[src/rtl/qte_pkg.sv]
// qte_pkg: shared types, constants and helper functions for quaternion_to_euler
// no dependencies; used by every module of the block
package qte_pkg;

    localparam int QUAT_WIDTH      = 16;
    localparam int ANGLE_FRAC_BITS = 7;
    localparam int PITCH_W         = ANGLE_FRAC_BITS + 8;
    localparam int ANGLE_W         = ANGLE_FRAC_BITS + 9;
    localparam int NORM_BITS       = 25;
    localparam int NW              = NORM_BITS + 1;
    localparam int PW              = 2 * NW;
    localparam int CW              = 56;
    localparam int ZW              = 34;
    localparam int ACC_FRAC        = 24;
    localparam int RND_SHIFT       = ACC_FRAC - ANGLE_FRAC_BITS;
    localparam int CORDIC_STEPS    = 28;
    localparam int LEN_W           = $clog2(QUAT_WIDTH + 1);
    localparam int SHAMT_W         = 7;
    localparam int SPLIT           = 28;

    localparam logic [30:0] GAIN_Q30 = 31'd1768195363;

    typedef logic signed [CW-1:0] cval_t;
    typedef logic signed [ZW-1:0] zval_t;

    localparam zval_t DEG90  = zval_t'(90) <<< ACC_FRAC;
    localparam zval_t DEG180 = zval_t'(180) <<< ACC_FRAC;

    typedef struct packed {
        logic signed [QUAT_WIDTH-1:0] quat_x;
        logic signed [QUAT_WIDTH-1:0] quat_y;
        logic signed [QUAT_WIDTH-1:0] quat_z;
        logic signed [QUAT_WIDTH-1:0] quat_w;
    } quat_in_t;

    typedef struct packed {
        logic signed [PITCH_W-1:0] pitch_deg;
        logic signed [ANGLE_W-1:0] yaw_deg;
        logic signed [ANGLE_W-1:0] roll_deg;
        logic                      zero_quat;
    } euler_out_t;

    typedef struct packed {
        logic                 zero;
        logic signed [NW-1:0] x;
        logic signed [NW-1:0] y;
        logic signed [NW-1:0] z;
        logic signed [NW-1:0] w;
    } norm_t;

    typedef struct packed {
        logic  zero;
        cval_t s;
        cval_t y1;
        cval_t y2;
        cval_t r1;
        cval_t r2;
    } terms_t;

    // atan(2^-i) in degrees, 24 fraction bits
    function automatic zval_t atan_deg(input logic [4:0] idx);
        zval_t r;
        case (idx)
            5'd0:  r = zval_t'(754974720);
            5'd1:  r = zval_t'(445687602);
            5'd2:  r = zval_t'(235489088);
            5'd3:  r = zval_t'(119537938);
            5'd4:  r = zval_t'(60000934);
            5'd5:  r = zval_t'(30029717);
            5'd6:  r = zval_t'(15018523);
            5'd7:  r = zval_t'(7509720);
            5'd8:  r = zval_t'(3754917);
            5'd9:  r = zval_t'(1877466);
            5'd10: r = zval_t'(938734);
            5'd11: r = zval_t'(469367);
            5'd12: r = zval_t'(234684);
            5'd13: r = zval_t'(117342);
            5'd14: r = zval_t'(58671);
            5'd15: r = zval_t'(29335);
            5'd16: r = zval_t'(14668);
            5'd17: r = zval_t'(7334);
            5'd18: r = zval_t'(3667);
            5'd19: r = zval_t'(1833);
            5'd20: r = zval_t'(917);
            5'd21: r = zval_t'(458);
            5'd22: r = zval_t'(229);
            5'd23: r = zval_t'(115);
            5'd24: r = zval_t'(57);
            5'd25: r = zval_t'(29);
            5'd26: r = zval_t'(14);
            5'd27: r = zval_t'(7);
            default: r = '0;
        endcase
        return r;
    endfunction

    // clamp to +-lim, then round half up to the output fraction
    function automatic zval_t round_angle(input zval_t acc, input zval_t lim);
        zval_t c;
        c = acc;
        if (acc > lim) begin
            c = lim;
        end else if (acc < -lim) begin
            c = -lim;
        end
        return (c + (zval_t'(1) <<< (RND_SHIFT - 1))) >>> RND_SHIFT;
    endfunction

endpackage

[src/rtl/qte_norm.sv]
// qte_norm: three-stage block scaling, largest component magnitude into [2^24, 2^25)
// depends on qte_pkg
module qte_norm (
    input  logic             aclk,
    input  logic             aresetn,
    input  logic             en,
    input  logic             in_valid,
    input  qte_pkg::quat_in_t in_data,
    output logic             out_valid,
    output qte_pkg::norm_t   out_data
);
    localparam int QW = qte_pkg::QUAT_WIDTH;
    localparam int EW = QW + qte_pkg::NORM_BITS + 1;

    logic signed [QW-1:0] c_in [4];
    logic [QW-1:0]        a_in [4];
    logic [QW-1:0]        m01, m23, mag_next;

    logic signed [QW-1:0] c1_reg [4];
    logic [QW-1:0]        mag1_reg;
    logic                 v1_reg;

    logic [qte_pkg::LEN_W-1:0] len_next;
    logic signed [QW-1:0]      c2_reg [4];
    logic [qte_pkg::LEN_W-1:0] len2_reg;
    logic                      zero2_reg;
    logic                      v2_reg;

    logic signed [qte_pkg::NW-1:0] n_next [4];
    qte_pkg::norm_t out_reg;
    logic           v3_reg;

    // stage 1: magnitudes and their maximum
    always_comb begin
        c_in[0] = in_data.quat_x;
        c_in[1] = in_data.quat_y;
        c_in[2] = in_data.quat_z;
        c_in[3] = in_data.quat_w;
        for (int k = 0; k < 4; k++) begin
            a_in[k] = c_in[k][QW-1] ? (~c_in[k] + 1'b1) : c_in[k];
        end
        m01      = (a_in[0] > a_in[1]) ? a_in[0] : a_in[1];
        m23      = (a_in[2] > a_in[3]) ? a_in[2] : a_in[3];
        mag_next = (m01 > m23) ? m01 : m23;
    end

    always_ff @(posedge aclk) begin
        if (en) begin
            c1_reg   <= c_in;
            mag1_reg <= mag_next;
        end
    end

    // stage 2: bit length of the maximum
    always_comb begin
        len_next = '0;
        for (int i = 0; i < QW; i++) begin
            if (mag1_reg[i]) begin
                len_next = qte_pkg::LEN_W'(i + 1);
            end
        end
    end

    always_ff @(posedge aclk) begin
        if (en) begin
            c2_reg    <= c1_reg;
            len2_reg  <= len_next;
            zero2_reg <= (mag1_reg == '0);
        end
    end

    // stage 3: common shift of all four components
    always_comb begin
        logic signed [EW-1:0] ext;
        logic signed [EW-1:0] sh;
        for (int k = 0; k < 4; k++) begin
            ext = EW'(c2_reg[k]);
            if (qte_pkg::SHAMT_W'(len2_reg) <= qte_pkg::SHAMT_W'(qte_pkg::NORM_BITS)) begin
                sh = ext <<< (qte_pkg::SHAMT_W'(qte_pkg::NORM_BITS)
                              - qte_pkg::SHAMT_W'(len2_reg));
            end else begin
                sh = ext >>> (qte_pkg::SHAMT_W'(len2_reg)
                              - qte_pkg::SHAMT_W'(qte_pkg::NORM_BITS));
            end
            n_next[k] = sh[qte_pkg::NW-1:0];
        end
    end

    always_ff @(posedge aclk) begin
        if (en) begin
            out_reg.zero <= zero2_reg;
            out_reg.x    <= n_next[0];
            out_reg.y    <= n_next[1];
            out_reg.z    <= n_next[2];
            out_reg.w    <= n_next[3];
        end
    end

    always_ff @(posedge aclk) begin
        if (!aresetn) begin
            v1_reg <= 1'b0;
            v2_reg <= 1'b0;
            v3_reg <= 1'b0;
        end else if (en) begin
            v1_reg <= in_valid;
            v2_reg <= v1_reg;
            v3_reg <= v2_reg;
        end
    end

    assign out_valid = v3_reg;
    assign out_data  = out_reg;

endmodule

[config.mk]
export PLATFORM = sky130hd
export DESIGN_NAME = qte_norm
export DESIGN_NICKNAME = d
export VERILOG_FILES = /design/src/rtl/qte_pkg.sv /design/src/rtl/qte_norm.sv
export SDC_FILE = /design/constraint.sdc
export NUM_CORES = 1
export LEC_CHECK = 0
export ABC_AREA = 1
export CAP_MARGIN = 20
export CORE_ASPECT_RATIO = 0.7
export CORE_MARGIN = 1
export CORE_UTILIZATION = 55
export CTS_CLUSTER_DIAMETER = 150
export DETAILED_ROUTE_END_ITERATION = 16
export DONT_BUFFER_PORTS = 1
export MAX_ROUTING_LAYER = met4
export PLACE_DENSITY = 0.7
export SLEW_MARGIN = 5
export SYNTH_ARGS = -nofsm -noshare
export SYNTH_HDL_FRONTEND = slang
export SYNTH_SLANG_ARGS = --single-unit
[constraint.sdc]
create_clock -name aclk -period 6.5 [get_ports aclk]
set_clock_uncertainty 0.2 [all_clocks]
set_input_delay 0.65 -clock aclk [delete_from_list [all_inputs] [get_ports aclk]]
set_output_delay 0.65 -clock aclk [all_outputs]
set_load 0.01 [all_outputs]
==> metrics.md <==
| Metric | Value |
|---|---|
| Critical Path AT | 5320 ps |
| Met3 usage | 9.36% |
| Syn avg cell area | 7.56 um2 |
| Max clock buf depth | 3 |
| Diodes inserted | 0 |
| All-Layer GR Usage | 35.3% |
| TritonCTS Buffers | 25 |
| Setup violators final | 0 |
| Max cap viols | 0 |
| Crit. End Element | register |
| Core Region | 32800 um2 |
| Syn Nets | 2585 |
| Seq/Total Area, Yosys | 41.4% |
| DP Worst Slack | 833 ps |
| Layout fillers | 2935 |
| Initial DRC count | 2488 |
| Vias in the first global route | 15700 |
| Peak supply drop | 0.000259 V |
| First-pass GRT wire length | 90000 um |
| Total clock sinks | 258 |
| Worst-margin pin slew | 1060 ps |
| Endpoints failing hold | 0 |
| Root Buffer | clkbuf_16 |
| Leakage power | 8.63 nW |
| RSZ-0062 raised after global routing | false |
| FF-to-FF End | out_data[88]$_DFFE_PP_ |
| Mapped cell area | 18600 um2 |
| Port bufs | 0 |
| Clock latency on the worst-skew pair | 540 ps |
| Fmax | 0.192 GHz |
| Max_slew headroom | 29.5% |
| Post-synthesis async set-or-reset flop share | 0% |
| PostCTS Resize Cnt | 0 |
| Die width | 222 um |
| Post-detail-place hpwl | 44000 um |
| Initial antenna violation count | 0 |
| Nets | 2553 |
| Area leader, netlist | edfxtp_1 |
| H-tree lvl count | 1 |
| CTS tree | yes |
| Die Footprint | 34600 um2 |
| Slew Viols, Final | 0 |
| Met1 Use GR | 49.2% |
| Drt wl/cell | 20.7 um |
| Layout cells sized above 1 | 5.47% |
| Count of cell types in the netlist | 56 |
| Initial core utilization | 56.8% |
| Die Height | 156 um |
| Clk pin slew, worst setup/hold paths | 70 ps |
| Crit path max-delay cell type | nor3_1 |
| Min setup slack post-route | 1280 ps |
| Post-synth EDFFs | 255 |
| Met2 Use GR | 51.0% |
| Largest net degree at the start of global routing | 260 |
| Reg2reg path depth | 14 |
| Crit Reg-Reg Startpoint | len2_reg[0]$_SDFFCE_PP0P_ |
| GRT overflow | 0 |
| P per Cell Area | 308 nW/um2 |
| GR peak layer | met2 |
| End of the critical path | mag1_reg[0]$_DFFE_PP_ |
| Area delta synth->final | 8.18% |
| Number of antenna-violating nets in the routed design | 0 |
| Detailed Routing Iterations Pass 1 | 6 |
| WL final | 59600 um |
| # IOs | 174 |
| Final period util | 80.3% |
| Most frequent cell after synthesis | nand2_1 |
| Share of the synthesized area in the top cell type | 41.1% |
| Final min period | 5220 ps |
| Post-Route Setup TNS | 0 ps |
| Hold path depth | 0 |
| Max reg flops | 105 |
| Drc violations | 0 |
| Mapped Cells | 2464 |
| Synth warn | 0 |
| CP Max Fanout | 17 |
| Critical path class | input port to register |
| DR vias/cell | 6.01 |
| Largest cells by area after synthesis | edfxtp_1 41%, nand2_1 13%, o21ai_0 8.1% |
| Critical Path RT | 6600 ps |
| Worst hold path type | input port to register |
| Cell row count | 55 |
| Most frequent cells after synthesis | 662 x nand2_1, 302 x o21ai_0, 255 x edfxtp_1, 199 x inv_1, 168 x nor2_1 |
| CP max stage delay | 430 ps |
| Crit. Startpoint | in_data[48] |
| Status | finished clean |
| FF+latch count, synth | 258 |
| Setup slack, reg-to-reg | 1480 ps |
| Final GP Congestion | 0.998 |
| CP startpoint kind | input port |
| Main synth FF type | edfxtp_1 |
| Vias | 17300 |
metal layers:
layer	up-vias	part of all wire [%]
met3	103	11
met1	7992	44
met2	899	42
met5	-	0
li1	8300	-
met4	0	2.4
what timing repair did:
item                      CTS  global route
buffers inserted            0             0
hold endpoints to repair   64             0
hold buffers               64             0
critical path: cells and delay by family:
kind,cells,cell delay (ps)
AO/OA/AOI/OAI,6,990
AND/OR/NAND/NOR,13,2010
XOR/XNOR,1,220
adder cells (fa/ha/maj),3,820
buffers and inverters,6,610
kinds of logic after synthesis:
kind of cell | share of synthesized area (%)
AND/OR/NAND/NOR | 25.9
buffers and inverters | 8.06
multiplexers | 2.10
XOR/XNOR | 2.26
AO/OA/AOI/OAI | 16.7
adder cells (fa/ha/maj) | 3.56
flip-flops | 41.4
placed cells by master (no fill, tap or decap), types with 24 or more instances in the layout:
cell           Yosys  final
nand3_1          161    161
mux2i_1           39     39
edfxtp_1         255    255
nor2_1           168    167
dlygate4sd3_1      0     64
o21ai_1          102    102
xor2_1            44     43
clkbuf_16          0     25
ha_1              53     52
nand3b_1          26     26
a21oi_1           91     91
inv_1            199    198
o21ai_0          302    302
nand2_1          662    662
buf_4             10     24
per-stage QoR:
| step | power, mW | utilization (%) | instance area, um2 | std cells | hold WS [ps] |
|---|---|---|---|---|---|
| 6_report | 6.20 | 61.4 | 20200 | 2876 | 46.1 |
| 5_1_grt | 6.55 | 61.4 | 20200 | 2876 | 8.30 |
| 3_5_place_dp | 4.63 | 57.0 | 18700 | 2768 | 205 |
| 2_1_floorplan | 4.01 | - | 18600 | 2464 | 200 |
| 3_3_place_gp | 4.63 | 57.0 | 18700 | 2768 | 202 |
| 4_1_cts | 6.14 | 61.4 | 20200 | 2876 | 17.5 |
worst min path at each step:
stage / startpoint / end / slack, ps
after floorplan: c1_reg[0]$_DFFE_PP_ / c2_reg[0]$_DFFE_PP_ / 200
after global placement: c1_reg[42]$_DFFE_PP_ / c2_reg[42]$_DFFE_PP_ / 200
after detailed placement: c1_reg[62]$_DFFE_PP_ / c2_reg[62]$_DFFE_PP_ / 210
after CTS: en / out_data[18]$_DFFE_PP_ / 20
after global routing: en / out_data[23]$_DFFE_PP_ / 8
final: en / out_data[23]$_DFFE_PP_ / 50
power by group:
group | switching (mW) | internal (mW)
combinational | 1.68 | 0.746
clock | 0.635 | 0.835
sequential | 0.173 | 2.13
total | 2.49 | 3.71
final cells by class:
cell class / count / area (um2) / area share (%)
Timing Repair Buffer: 89 / 841 / 4.17
Clock buffer: 30 / 644 / 3.20
Multi-Input combinational cell: 1841 / 9440 / 46.8
Tap cell: 427 / 534 / 2.65
Clock inverter: 14 / 166 / 0.826
Inverter: 217 / 817 / 4.05
Sequential cell: 258 / 7720 / 38.3
Note: power is estimated with default switching activity, not from simulation.
